--- src/rtl/core/gtpu_encap_header_builder_core_defines.svh ---
// Assertion macros for the GTP-U encapsulation header builder.
`ifndef GTPU_ENCAP_HEADER_BUILDER_CORE_DEFINES_SVH
`define GTPU_ENCAP_HEADER_BUILDER_CORE_DEFINES_SVH
`ifndef SYNTHESIS
`define GTPU_ASSERT_IMPLIES(lbl, clk, rst, ante, cons, msg) \
   lbl: assert property (@(posedge clk) disable iff (rst) (ante) |-> (cons)) \
      else $error(msg);
`define GTPU_ASSERT_NEXT(lbl, clk, rst, ante, cons, msg) \
   lbl: assert property (@(posedge clk) disable iff (rst) (ante) |=> (cons)) \
      else $error(msg);
`else
`define GTPU_ASSERT_IMPLIES(lbl, clk, rst, ante, cons, msg)
`define GTPU_ASSERT_NEXT(lbl, clk, rst, ante, cons, msg)
`endif
`endif

--- src/rtl/core/gtpu_pkg.sv ---
// Types and constants of the GTP-U encapsulation header builder.
`default_nettype none
package gtpu_pkg;

   typedef logic [1:0] kind_type;
   localparam kind_type KIND_IPV4 = 2'd0;
   localparam kind_type KIND_IPV6 = 2'd1;

   typedef enum logic [1:0] {
      STAT_OK      = 2'd0,
      STAT_ROOM    = 2'd1,
      STAT_KIND    = 2'd2,
      STAT_LENGTH  = 2'd3
   } status_type;

   typedef logic csr_index_type;
   localparam csr_index_type CSR_SOURCE_ADDRESS = 1'b0;
   localparam csr_index_type CSR_TUNNEL_PORT    = 1'b1;

   // Header word positions, first word on the wire first
   typedef logic [3:0] word_idx_type;
   localparam word_idx_type W_VERSION  = 4'd0;
   localparam word_idx_type W_IDENT    = 4'd1;
   localparam word_idx_type W_TTL      = 4'd2;
   localparam word_idx_type W_SOURCE   = 4'd3;
   localparam word_idx_type W_DEST     = 4'd4;
   localparam word_idx_type W_PORTS    = 4'd5;
   localparam word_idx_type W_UDP_LEN  = 4'd6;
   localparam word_idx_type W_GTP      = 4'd7;
   localparam word_idx_type W_TEID     = 4'd8;

   localparam logic [15:0] HDR_BYTES      = 16'd36;
   localparam logic [15:0] ETH_BYTES      = 16'd14;
   localparam logic [15:0] FLEN_MAX       = 16'd65513;
   localparam logic [15:0] TOTAL_ADJUST   = 16'd22;
   localparam logic [15:0] UDP_ADJUST     = 16'd2;
   localparam logic [15:0] VER_TOS        = 16'h4500;
   localparam logic [15:0] IDENT          = 16'h0100;
   localparam logic [15:0] TTL_PROTO      = 16'h4011;
   localparam logic [15:0] GTP_FLAGS_TYPE = 16'h30FF;
   localparam logic [7:0]  V6_FIRST_OCTET = 8'h0A;
   localparam logic [15:0] PORT_RESET     = 16'd2152;

endpackage
`default_nettype wire

--- src/rtl/core/gtpu_encap_header_builder_core.sv ---
// Top level: builds the outer IPv4/UDP/GTP-U header, one 32-bit word per cycle
// while rsp_tready is high. Each request word (frame length, inner destination,
// headroom, inner kind) produces nine rsp words carrying the 36-byte outer
// header in network order, tlast on the ninth; a request that fails a check
// (headroom below 36, unknown kind, frame length below 14 or above 65513)
// produces one zero word with tlast and the status in tuser. The request is held
// in an input register, the header fields and checksum are computed in one pass
// into a result register, and a word counter on that register steps through the
// header. The next request is taken while the current header drains, so a steady
// stream runs back to back. csr writes must happen only while no packet is in
// flight.
`default_nettype none
`include "gtpu_encap_header_builder_core_defines.svh"
module gtpu_encap_header_builder_core (
   input  wire logic                   clock,
   input  wire logic                   reset,
   input  wire logic                   req_tvalid,
   output logic                        req_tready,
   // [15:0] frame_length, [47:16] inner_destination, [63:48] headroom
   input  wire logic [63:0]            req_tdata,
   // [1:0] kind
   input  wire gtpu_pkg::kind_type     req_tuser,
   output logic                        rsp_tvalid,
   input  wire logic                   rsp_tready,
   // [31:0] header_word
   output logic [31:0]                 rsp_tdata,
   output logic                        rsp_tlast,
   // [1:0] status, [2] rewrite_ethertype
   output logic [2:0]                  rsp_tuser,
   input  wire logic                   csr_write,
   input  wire gtpu_pkg::csr_index_type csr_index,
   input  wire logic [31:0]            csr_wdata
);
   import gtpu_pkg::*;

   // configuration
   logic [31:0] src_addr_ff, src_addr_in;
   logic [15:0] port_ff, port_in;

   // input stage
   logic        in_valid_ff, in_valid_in;
   kind_type    kind_ff;
   logic [15:0] flen_ff, room_ff;
   logic [31:0] dst_ff;

   // result stage
   logic         out_valid_ff, out_valid_in;
   word_idx_type word_idx_ff, word_idx_in;
   status_type   status_ff, status_in;
   logic         rewrite_ff, rewrite_in;
   logic [15:0]  total_ff, total_in;
   logic [15:0]  udp_len_ff, udp_len_in;
   logic [15:0]  gtp_len_ff, gtp_len_in;
   logic [31:0]  odst_ff, odst_in;
   logic [15:0]  csum_ff, csum_in;

   logic        out_last;
   logic        rsp_fire;
   logic        load_out;
   logic [18:0] sum_raw;
   logic [16:0] sum_fold1;
   logic [15:0] sum_fold2;

   always_comb begin
      src_addr_in = src_addr_ff;
      port_in     = port_ff;
      if (csr_write) begin
         case (csr_index)
            CSR_SOURCE_ADDRESS: src_addr_in = csr_wdata;
            CSR_TUNNEL_PORT:    port_in     = csr_wdata[15:0];
            default:            src_addr_in = src_addr_ff;
         endcase
      end
   end

   always_ff @(posedge clock) begin
      if (reset) begin
         src_addr_ff <= '0;
         port_ff     <= PORT_RESET;
      end else begin
         src_addr_ff <= src_addr_in;
         port_ff     <= port_in;
      end
   end

   assign out_last = (status_ff != STAT_OK) || (word_idx_ff == W_TEID);
   assign rsp_fire = out_valid_ff && rsp_tready;
   // move the held request forward when the result register is free or draining
   assign load_out = in_valid_ff && (!out_valid_ff || (rsp_fire && out_last));
   assign req_tready = !in_valid_ff || load_out;

   assign in_valid_in = (req_tvalid && req_tready) ? 1'b1 : (load_out ? 1'b0 : in_valid_ff);

   always_ff @(posedge clock) begin
      if (reset) begin
         in_valid_ff <= 1'b0;
      end else begin
         in_valid_ff <= in_valid_in;
      end
   end

   always_ff @(posedge clock) begin
      if (req_tvalid && req_tready) begin
         kind_ff <= req_tuser;
         flen_ff <= req_tdata[15:0];
         dst_ff  <= req_tdata[47:16];
         room_ff <= req_tdata[63:48];
      end
   end

   // header fields and checksum from the held request
   always_comb begin
      total_in   = flen_ff + TOTAL_ADJUST;
      udp_len_in = flen_ff + UDP_ADJUST;
      gtp_len_in = flen_ff - ETH_BYTES;
      rewrite_in = 1'b0;
      odst_in    = dst_ff;
      if (kind_ff == KIND_IPV6) begin
         odst_in    = {V6_FIRST_OCTET, dst_ff[23:0]};
         rewrite_in = 1'b1;
      end
      if (room_ff < HDR_BYTES) begin
         status_in = STAT_ROOM;
      end else if (kind_ff != KIND_IPV4 && kind_ff != KIND_IPV6) begin
         status_in = STAT_KIND;
      end else if (flen_ff > FLEN_MAX || flen_ff < ETH_BYTES) begin
         status_in = STAT_LENGTH;
      end else begin
         status_in = STAT_OK;
      end
      if (status_in != STAT_OK) begin
         rewrite_in = 1'b0;
      end
      sum_raw = {3'b0, VER_TOS} + {3'b0, total_in} + {3'b0, IDENT} + {3'b0, TTL_PROTO}
              + {3'b0, src_addr_ff[31:16]} + {3'b0, src_addr_ff[15:0]}
              + {3'b0, odst_in[31:16]} + {3'b0, odst_in[15:0]};
      sum_fold1 = {1'b0, sum_raw[15:0]} + {14'b0, sum_raw[18:16]};
      sum_fold2 = sum_fold1[15:0] + {15'b0, sum_fold1[16]};
      csum_in   = ~sum_fold2;
   end

   always_comb begin
      out_valid_in = out_valid_ff;
      word_idx_in  = word_idx_ff;
      if (load_out) begin
         out_valid_in = 1'b1;
         word_idx_in  = W_VERSION;
      end else if (rsp_fire) begin
         if (out_last) begin
            out_valid_in = 1'b0;
            word_idx_in  = W_VERSION;
         end else begin
            word_idx_in = word_idx_ff + 4'd1;
         end
      end
   end

   always_ff @(posedge clock) begin
      if (reset) begin
         out_valid_ff <= 1'b0;
         word_idx_ff  <= W_VERSION;
      end else begin
         out_valid_ff <= out_valid_in;
         word_idx_ff  <= word_idx_in;
      end
   end

   always_ff @(posedge clock) begin
      if (load_out) begin
         status_ff  <= status_in;
         rewrite_ff <= rewrite_in;
         total_ff   <= total_in;
         udp_len_ff <= udp_len_in;
         gtp_len_ff <= gtp_len_in;
         odst_ff    <= odst_in;
         csum_ff    <= csum_in;
      end
   end

   always_comb begin
      rsp_tdata = '0;
      if (status_ff == STAT_OK) begin
         case (word_idx_ff)
            W_VERSION: rsp_tdata = {VER_TOS, total_ff};
            W_IDENT:   rsp_tdata = {IDENT, 16'h0000};
            W_TTL:     rsp_tdata = {TTL_PROTO, csum_ff};
            W_SOURCE:  rsp_tdata = src_addr_ff;
            W_DEST:    rsp_tdata = odst_ff;
            W_PORTS:   rsp_tdata = {port_ff, port_ff};
            W_UDP_LEN: rsp_tdata = {udp_len_ff, 16'h0000};
            W_GTP:     rsp_tdata = {GTP_FLAGS_TYPE, gtp_len_ff};
            W_TEID:    rsp_tdata = '0;
            default:   rsp_tdata = '0;
         endcase
      end
   end

   assign rsp_tvalid = out_valid_ff;
   assign rsp_tlast  = out_last;
   assign rsp_tuser  = {rewrite_ff, status_ff};

   `GTPU_ASSERT_IMPLIES(a_err_single, clock, reset, rsp_tvalid && rsp_tuser[1:0] != STAT_OK, rsp_tlast && rsp_tdata == 32'h0, "rejected packet must be one zero word with tlast")
   `GTPU_ASSERT_IMPLIES(a_idx_range, clock, reset, out_valid_ff, word_idx_ff <= W_TEID, "word index past header end")
   `GTPU_ASSERT_NEXT(a_header_cont, clock, reset, rsp_tvalid && rsp_tready && !rsp_tlast, rsp_tvalid && word_idx_ff == $past(word_idx_ff) + 4'd1, "header words must follow without a gap")
   `GTPU_ASSERT_IMPLIES(a_rewrite_ok, clock, reset, rsp_tvalid && rsp_tuser[2], rsp_tuser[1:0] == STAT_OK, "ethertype rewrite flagged on a rejected packet")

endmodule
`default_nettype wire

--- config.mk ---
export PLATFORM = sky130hd
export DESIGN_NAME = gtpu_encap_header_builder_core
export DESIGN_NICKNAME = d
export VERILOG_FILES = /design/src/rtl/core/gtpu_pkg.sv /design/src/rtl/core/gtpu_encap_header_builder_core.sv
export VERILOG_INCLUDE_DIRS = /design/src /design/src/rtl/core
export SDC_FILE = /design/constraint.sdc
export NUM_CORES = 1
export LEC_CHECK = 0
export BUFFER_PORTS_ARGS = -buffer_cell sky130_fd_sc_hd__buf_2
export CORE_UTILIZATION = 45
export CTS_CLUSTER_DIAMETER = 150
export DETAILED_ROUTE_END_ITERATION = 10
export HOLD_SLACK_MARGIN = 0.12
export PLACE_DENSITY_LB_ADDON = 0.15
export SLEW_MARGIN = 20
export SYNTH_ARGS = -nofsm -noshare
export SYNTH_HDL_FRONTEND = slang
export SYNTH_SLANG_ARGS = --single-unit
--- constraint.sdc ---
create_clock -name clock -period 16.1 [get_ports clock]
set_input_delay 3.22 -clock clock [delete_from_list [all_inputs] [get_ports clock]]
set_output_delay 3.22 -clock clock [all_outputs]
set_load 0.005 [all_outputs]
==> results.cfg <==
[run_status]
status = finished clean

[timing]
finalSetupViolCount = 0
fin_setup_tns_ps = 0
rsz0062_at_grt = no
whs_ps = 455
fin_crit_sh = 0.586
hold_viol = 0
max_clock_freq_mhz = 106
min_period_ps = 9440
fin_skew_ps = 10.5
tightest_slew_ps = 1160
relSlewSlack = 0.229
drv_slew = 0

[setup_path]
worst_path_max_delay_cell = fa_1
startpoint = flen_ff[1]
cpPeakStageDelay_ps = 530
regToRegSetupSlack_ps = 6660
reg2reg_to = csum_ff[15]
r2r-start = flen_ff[1]
start_kind = flop
setup.worst_path.end_class = flop
path_class = reg -> reg
cp_data_arrival_time_ps = 9700
r2r_cells = 39
cp_data_required_time_ps = 16360
critPathMaxFanout = 7
crit_path_end = csum_ff[15]

[synth]
yosysWarnings = 0
ys_ff_latch = 211
synth.largest_area_cell = edfxtp_1
synth_area_leaders = edfxtp_1 (41%), dfxtp_1 (9.3%), fa_1 (8.4%), ha_1 (4.6%), inv_1 (4.4%)
synth_compound_area_frac = 0.135
syn_nets = 1261
yosysUniqueCellTypes = 72
synthMuxAreaShare = 0.000862
postSynthCellCount = 1065
synth_fa_ha_area_frac = 0.131
synthFlopType = edfxtp_1
synth_area_mm2 = 0.0116
yosysSeqAreaShare = 0.499
yosys.area_share.simple = 0.109
synth_top_family_by_area = compound AO/OA/AOI/OAI gates
synth_edf_count = 157
synth_most_common_cell = edfxtp_1
netlist_top_cells_count = edfxtp_1 (157), inv_1 (136), nand2_1 (134)
yosysTopAreaCellShare = 0.406
syn_avg_cell_area_um2 = 10.9
synth_xor_area_frac = 0.0605
async_flop_share = 0

[global_route]
grt_start_max_net_pins = 67
overflow = 0
grt_pass1_vias = 8259
antenna_found_initial = 1
grt_pass1_wl_um = 46800
grt_usage = 0.236

[power]
sw_frac_of_total = 0.342
p_leak_nw = 5.37
pwr-share-clk = 0.296
vdd_drop_max_mv = 0.112
pwr-share-seq = 0.321
switchingPower_mw = 0.731
combPwrFrac = 0.383
intPower_mw = 1.41
p_per_area_mw_per_mm2 = 158

[clock_tree]
cts-root-buf = clkbuf_16
cts_max_level = 1
cts_resized = 0
cts_buffer_depth = 3
cts-hold-fix-buffers = 0
clkSlewWorstSetupHoldPaths_ps = 60
cts_buffers = 25
post_cts_buffers = 0
cts_tree = built
insertion_delay_ps = 530
cts.sinks = 211

[floorplanning]
die_area_mm2 = 0.0264
die_x_um = 163
die_h_um = 163
core_mm2 = 0.0253
ioPinCount = 142
num_rows = 58
start_util = 0.460

[drt]
avgRoutedWirePerCell_um = 20.1
wl_um = 30800
drt-vias-per-instance = 5.42
postRouteAntennaNets = 0
drc_errors = 0
dr.pass1.iters = 9
drt_iter0_drc = 681
vias = 8311

[job]
drv_cap = 0

[place]
post-dp-hpwl_um = 21900
placedCellCount = 1486
io_buffers = 139
gp_congestion = 0.835

[hold_path]
holdCritPathClass = reg -> reg

[finish]
layout.nets = 1379
utilization = 0.535
drive_above_1_share = 0.179
instances_no_fill = 1533
area_delta_synth_final_pct = 16.4
[worst min path at each step]
| stage | startpoint | endpoint | cells past startpoint |
|---|---|---|---|
| floorplan | dst_ff[0] | odst_ff[0] | 0 |
| global placement | dst_ff[9] | odst_ff[9] | 0 |
| detailed placement | dst_ff[9] | odst_ff[9] | 0 |
| CTS | dst_ff[9] | odst_ff[9] | 0 |
| global route | dst_ff[9] | odst_ff[9] | 0 |
| finish | dst_ff[9] | odst_ff[9] | 0 |
[registers in the layout (all words and copies together) (netlist names)]
name,count
csum_ff,16
rewrite_ff,1
gtp_len_ff,12
total_ff,16
src_addr_ff,32
status_ff,2
room_ff,14
word_idx_ff,4
port_ff,16
rsp_tvalid,1
dst_ff,32
odst_ff,32
kind_ff,2
in_valid_ff,1
udp_len_ff,14
flen_ff,16
[stage by stage]
stage	instance area (µm²)	setup slack (ps)	power (mW)
6_report	13500	6660	2.14
5_1_grt	13500	6100	2.27
4_1_cts	13500	6670	2.16
3_5_place_dp	12600	6700	1.51
3_3_place_gp	12600	6780	1.50
2_1_floorplan	11600	7940	1.35
[power groups by stage]
stage	logic, mW	registers (mW)	clock network (mW)
6_report	0.821	0.687	0.633
5_1_grt	0.917	0.691	0.665
4_1_cts	0.824	0.687	0.645
3_5_place_dp	0.814	0.698	0
3_3_place_gp	0.803	0.698	0
2_1_floorplan	0.667	0.685	0
[layer usage]
metal	share of wire	up-vias	GRT usage
met1	0.44	3987	0.330
met4	0.030	0	0.0688
met5	0	-	0
met2	0.44	328	0.372
met3	0.083	62	0.0456
li1	-	3934	-
[cell usage in the layout (no fill, tap or decap), drive strengths merged, types with 11 or more instances in the layout]
cell,n
nand4,11
nor2b,12
buf,149
a31oi,27
fa,49
nor2,29
a22oi,62
and2,15
ha,43
o21ai,14
a21oi,74
dfxtp,54
xor2,29
nand2,135
nand3,13
clkbuf,33
edfxtp,157
inv,137
nor3,11
xnor2,46
[logic make-up after synthesis]
family | count (synthesis)
DFF | 211
adders and majority gates | 92
buffers and inverters | 194
xor gates and xnor gates | 75
AOI/OAI and AO/OA | 228
and+or+nand+nor | 264
muxes | 1
[worst max-delay path, delay by kind of cell, from the launching register on]
family	cells	cell delay [ps]
AO/OA/AOI/OAI	9	2110
XOR/XNOR	2	450
flip-flops	1	380
AND/OR/NAND/NOR	15	3150
buffers and inverters	5	340
adder cells (fa/ha/maj)	8	2750
[cell type report]
class                      count  area (µm²)
multi-input combinational    660        5090
fill                        2259       11700
inverter                     136         510
tap                          330         413
timing repair buffer         149         771
clock inverter                13         244
sequential                   211        5800
clock buffer                  33         686
antenna                        1        2.50
Note: power is estimated with default switching activity, not from simulation.
